$ cat src/hdl/srpr_pkg.sv
package srpr_pkg;

   localparam int RATE_BITS = 18;
   localparam int FRAC_BITS = 24;
   localparam int PITCH_BITS = 32;
   localparam int QUOT_BITS = 32;
   localparam int NUM_CELLS = RATE_BITS + QUOT_BITS;
   localparam int CNT_BITS = 6;
   localparam int SH_BITS = 7;

   localparam logic [PITCH_BITS-1:0] WIN1_LO = PITCH_BITS'((64'h00428f5c << FRAC_BITS) >> 24);
   localparam logic [PITCH_BITS-1:0] WIN1_HI = PITCH_BITS'((64'h01b851ec << FRAC_BITS) >> 24);
   localparam logic [PITCH_BITS-1:0] WIN2_A  = PITCH_BITS'((64'h01d66666 << FRAC_BITS) >> 24);
   localparam logic [PITCH_BITS-1:0] WIN2_B  = PITCH_BITS'((64'h01d66667 << FRAC_BITS) >> 24);
   localparam logic [PITCH_BITS-1:0] WIN3    = PITCH_BITS'((64'h02000000 << FRAC_BITS) >> 24);
   localparam logic [PITCH_BITS-1:0] WIN_MAX = PITCH_BITS'((64'h08000000 << FRAC_BITS) >> 24);

   localparam logic [1:0] SEL_GENERAL = 2'd0;
   localparam logic [1:0] SEL_WIDE    = 2'd1;
   localparam logic [1:0] SEL_1P84    = 2'd2;
   localparam logic [1:0] SEL_TWO     = 2'd3;

   // One item as it travels down the cell row.
   typedef struct packed {
      logic                  valid;
      logic                  phase2;
      logic [RATE_BITS-1:0]  tgt;
      logic [RATE_BITS-1:0]  rem;
      logic [RATE_BITS-1:0]  num;
      logic [RATE_BITS-1:0]  quo;
      logic [QUOT_BITS-1:0]  dvd;
      logic [QUOT_BITS-1:0]  fq;
      logic [RATE_BITS-1:0]  tdiv;
      logic [RATE_BITS-1:0]  frem;
      logic                  fzero;
      logic [SH_BITS-1:0]    lz;
   } cell_type;

   // The rounded-up reciprocal of 100 in 2^32 units is exact for inputs below 2^24.
   function automatic logic [RATE_BITS-1:0] div100(input logic [RATE_BITS-1:0] x);
      logic [RATE_BITS+26-1:0] p;
      begin
         p = (RATE_BITS+26)'(x) * (RATE_BITS+26)'(26'd42949673);
         return RATE_BITS'(p >> 32);
      end
   endfunction

endpackage

$ cat src/hdl/srpr_cell.sv
module srpr_cell
   import srpr_pkg::*;
(
   input  logic              clock,
   input  logic              reset,
   input  logic [CNT_BITS-1:0] idx,
   input  cell_type          d_in,
   output cell_type          d_out
);
   cell_type d_ff, d_in_w;
   logic [RATE_BITS:0] trial;
   logic [RATE_BITS:0] ftrial;

   always_comb begin
      d_in_w = d_in;
      trial  = '0;
      ftrial = '0;
      if (32'(idx) < RATE_BITS) begin
         // Restoring step of source / target.
         trial = {d_in.rem, d_in.num[RATE_BITS-1]};
         d_in_w.num = {d_in.num[RATE_BITS-2:0], 1'b0};
         if (trial >= {1'b0, d_in.tgt}) begin
            d_in_w.rem = RATE_BITS'(trial - {1'b0, d_in.tgt});
            d_in_w.quo = {d_in.quo[RATE_BITS-2:0], 1'b1};
         end else begin
            d_in_w.rem = RATE_BITS'(trial);
            d_in_w.quo = {d_in.quo[RATE_BITS-2:0], 1'b0};
         end
      end else begin
         // Restoring step of the normalized remainder / scaled target.
         ftrial = {d_in.frem, d_in.dvd[QUOT_BITS-1]};
         d_in_w.dvd = {d_in.dvd[QUOT_BITS-2:0], 1'b0};
         if (ftrial >= {1'b0, d_in.tdiv}) begin
            d_in_w.frem = RATE_BITS'(ftrial - {1'b0, d_in.tdiv});
            d_in_w.fq   = {d_in.fq[QUOT_BITS-2:0], 1'b1};
         end else begin
            d_in_w.frem = RATE_BITS'(ftrial);
            d_in_w.fq   = {d_in.fq[QUOT_BITS-2:0], 1'b0};
         end
      end
   end

   always_ff @(posedge clock) begin
      if (reset) d_ff.valid <= 1'b0;
      else d_ff.valid <= d_in.valid;
      {d_ff.phase2, d_ff.tgt, d_ff.rem, d_ff.num, d_ff.quo, d_ff.dvd, d_ff.fq,
       d_ff.tdiv, d_ff.frem, d_ff.fzero, d_ff.lz} <=
      {d_in_w.phase2, d_in_w.tgt, d_in_w.rem, d_in_w.num, d_in_w.quo, d_in_w.dvd,
       d_in_w.fq, d_in_w.tdiv, d_in_w.frem, d_in_w.fzero, d_in_w.lz};
   end

   assign d_out = d_ff;
endmodule

$ cat config.mk
export PLATFORM = sky130hd
export DESIGN_NAME = srpr_cell
export DESIGN_NICKNAME = d
export VERILOG_FILES = /design/src/hdl/srpr_pkg.sv /design/src/hdl/srpr_cell.sv
export SDC_FILE = /design/constraint.sdc
export NUM_CORES = 1
export LEC_CHECK = 0
export ABC_AREA = 1
export BUFFER_PORTS_ARGS = -buffer_cell sky130_fd_sc_hd__buf_2
export CAP_MARGIN = 5
export CORE_AREA = 2 2 143 145
export CTS_CLUSTER_DIAMETER = 150
export DETAILED_ROUTE_END_ITERATION = 10
export DIE_AREA = 0 0 145 147
export PLACE_DENSITY = 0.76
export SYNTH_ARGS = -nofsm -noshare
export SYNTH_HDL_FRONTEND = slang
export SYNTH_SLANG_ARGS = --single-unit
$ cat constraint.sdc
create_clock -name clock -period 1.5 [get_ports clock]
set_input_delay 0.075 -clock clock [delete_from_list [all_inputs] [get_ports clock]]
set_output_delay 0.075 -clock clock [all_outputs]
set_load 0.005 [all_outputs]
==> flow_summary.toml <==
[run_status]
status = "finished, final reports clean"

[yosys]
avgSynthCellArea_um2 = 7.085
yosysWarnings = 0
synth-seq-cells = 182
yosys.area_share.xor_xnor_pct = 1.571
synthMuxAreaShare_pct = 0
ys_types = 31
synth_top_family_by_area = "simple AND/OR/NAND/NOR gates"
synth_compound_area_share_pct = 5.822
synth_area_um2 = 8361
yosys.area_share.simple_pct = 32.83
syn_inst = 1180
synth-adder-area-share_pct = 5.867
syn_nets = 1408
synth-seq-area-share_pct = 43.58

[drt]
ant_nets = 0
dr.pass1.iters = 6
vias_per_cell = 4.926
vias = 10740
detail_route.iter0.violations = 829
wl_per_cell_um = 16.20
wirelength_mm = 35.34
drc = 0

[worst_setup_path]
crit_end = "d_out[93]"
critPathRequiredTime_ns = 1.88
path_buf_inv = 3
worst-endpoint-arrival_ns = 1.82
cp_cell_sequence = "buf_2, o31ai_2, nand2_4, buf_4, o21ai_0, dlygate4sd3_1"
crit_path_max_fanout = 37
max_stage_delay_ns = 0.61
cp_slowest_cell = "dlygate4sd3_1"
crit_cells = 6
path_delay_family = "buffers and inverters"
start_kind = "primary input"
crit_path_start = "idx[1]"
worst-setup-path-type = "in -> reg"
cp-end-kind = "flip-flop"

[placement]
port_buffers = 370
hpwl_mm = 22.23
place_ws_ns = -0.3048
finalWeightedCongestion = 0.9416

[timing]
period_minus_slack_ns = 1.433
max-slew-margin-rel_pct = 67.73
setup_violations = 0
rsz0062_at_grt = "true"
layout_setup_ws_ns = 0.06693
tightest_slew_ns = 0.4840
slew_violations = 0
max_clock_freq_mhz = 697.8
hold_viol_final = 0
finalCritPeriodShare_pct = 95.54
hold_ws_ns = 0.05115

[global_route]
antenna_found_initial = 7
grt_pass1_vias = 10860
grt-ovfl-total = 0
track_usage_pct = 32.13
grt_pass1_wl_mm = 54.61
grt_max_degree = 72

[pwr]
power_switching_w = 0.004362
pwr-share-clk_pct = 33.7
leakage_nw = 7.969
powerDensity_nw_per_um2 = 957.2
p_comb_share_pct = 26.9
switching_share_pct = 31.57
peakVddDrop_mv = 0.7458
p_int_w = 0.009455
pwr-share-seq_pct = 39.4

[run]
maxCapViolCount = 0

[clock_tree]
tritoncts = "yes"
clock-sinks = 182
numCtsBuffers = 17
clkTransAtPathRegs_ns = 0.08
htreeDepth = 4
cts_setup_buffers = 0
clockRootBuffer = "clkbuf_16"
cts.path.max_buffers = 2

[layout]
syn_to_final_growth_pct = 72.66
finalNetCount = 2119
largest_reg_flops = 182
multi_input_area_um2 = 3960
seq_area_um2 = 3643
drive_above_1_share_pct = 30.78
fillers = 1378

[floorplan]
core_um2 = 19840
io_pins = 372
rows = 52
die_x_um = 145
initial_core_util_pct = 42.13
die_y_um = 147
die_area_um2 = 21320

[hold_path]
worstHoldPathType = "in -> reg"
-- through the flow --
| stage | cells | utilization, % | area [µm²] | TNS, ns | power [W] |
|---|---|---|---|---|---|
| finish | 2181 | 72.74 | 14440 | 0 | 0.01382 |
| global route | 2180 | 72.73 | 14430 | -0.01357 | 0.01444 |
| CTS | 2173 | 72.31 | 14350 | 0 | 0.01365 |
| detailed placement | 1921 | 58.11 | 11530 | -8.684 | 0.008529 |
| global placement | 1921 | 58.11 | 11530 | -7.231 | 0.008462 |
| floorplan | 1180 | - | 8443 | 0 | 0.006974 |
-- cells in the mapped netlist (all sizes together) --
| cell | n | area [µm²] |
|---|---|---|
| nand2 | 484 | 1888 |
| xor2 | 7 | 61.31 |
| clkbuf | 13 | 48.80 |
| ha | 36 | 450.4 |
| xnor2 | 8 | 70.07 |
| a21oi | 24 | 123.9 |
| and2 | 2 | 12.51 |
| nand3b | 35 | 262.8 |
| nand3 | 63 | 315.3 |
| or2 | 1 | 6.260 |
| o31ai | 1 | 7.510 |
| nor2 | 33 | 146.4 |
| dfxtp | 182 | 3643 |
| nor3 | 12 | 70.07 |
| inv | 175 | 656.9 |
| buf | 24 | 157.6 |
| fa | 2 | 40.04 |
| nand4 | 7 | 43.79 |
| o21ai | 71 | 355.3 |
-- worst min-delay path by stage --
stage / start / end / cells after the start / slack [ns]
after floorplan: d_in[0] / d_out[0] / 0 / 0.10
after global routing: d_in[8] / d_out[9] / 5 / 0.08
after global placement: d_in[6] / d_out[6] / 1 / 0.18
after CTS: d_in[144] / d_out[145] / 5 / 0.04
final: d_in[8] / d_out[9] / 5 / 0.05
after detailed placement: d_in[2] / d_out[2] / 1 / 0.18
-- final cells by class --
class                      instances  area share (%)
sequential                       182           25.24
clock inverter                    14           1.213
antenna                            7          0.1213
inverter                         175           4.585
tap                              270           2.340
clock buffer                      18           3.042
timing repair buffer             729           36.02
multi-input combinational        786           27.43
-- power groups by stage --
stage | clock network, W | registers [W] | logic (W)
detailed placement | 0 | 0.00552 | 0.00301
CTS | 0.00471 | 0.00541 | 0.00353
floorplan | 0 | 0.00557 | 0.00140
global route | 0.00493 | 0.00546 | 0.00404
global placement | 0 | 0.00551 | 0.00295
finish | 0.00466 | 0.00544 | 0.00372
-- layout by cell type (no fill, tap or decap), types with 18 or more instances in the layout --
master / count
nand2_1: 463
buf_2: 370
dlygate4sd3_1: 220
dfxtp_1: 182
inv_1: 173
buf_4: 129
o21ai_0: 71
nand3_1: 62
nand3b_1: 35
ha_1: 32
nor2_1: 24
a21oi_1: 21
clkbuf_16: 18
-- cells by family (layout without fill, tap and decap cells) --
family                     Yosys count  in the layout
and+or+nand+nor                    637            637
buffers and inverters              212            936
DFF                                182            182
AOI/OAI and AO/OA                   96             96
adders and majority gates           38             38
xor gates and xnor gates            15             15
other                                0              7
-- timing repair --
item	CTS	global route
endpoints found under the setup margin	0	48
hold buffers	220	0
endpoints found under the hold margin	181	0
resized for setup	0	10
-- worst min-delay path, cell delays in order --
cell and delay [ns]:
buf_2 0.10, inv_1 0.07, nand3_1 0.09, nand3_1 0.07
nand2_1 0.06
-- routing by layer --
layer  up-vias  part of all wire (%)  global-route usage, %
met5         -                 0.031                      0
met4         2                   6.6                  21.04
met3       175                   8.0                  6.739
met2       620                    48                  55.17
met1      4890                    38                  36.32
li1       5056                     -                      -
(Power assumes the default switching activity.)
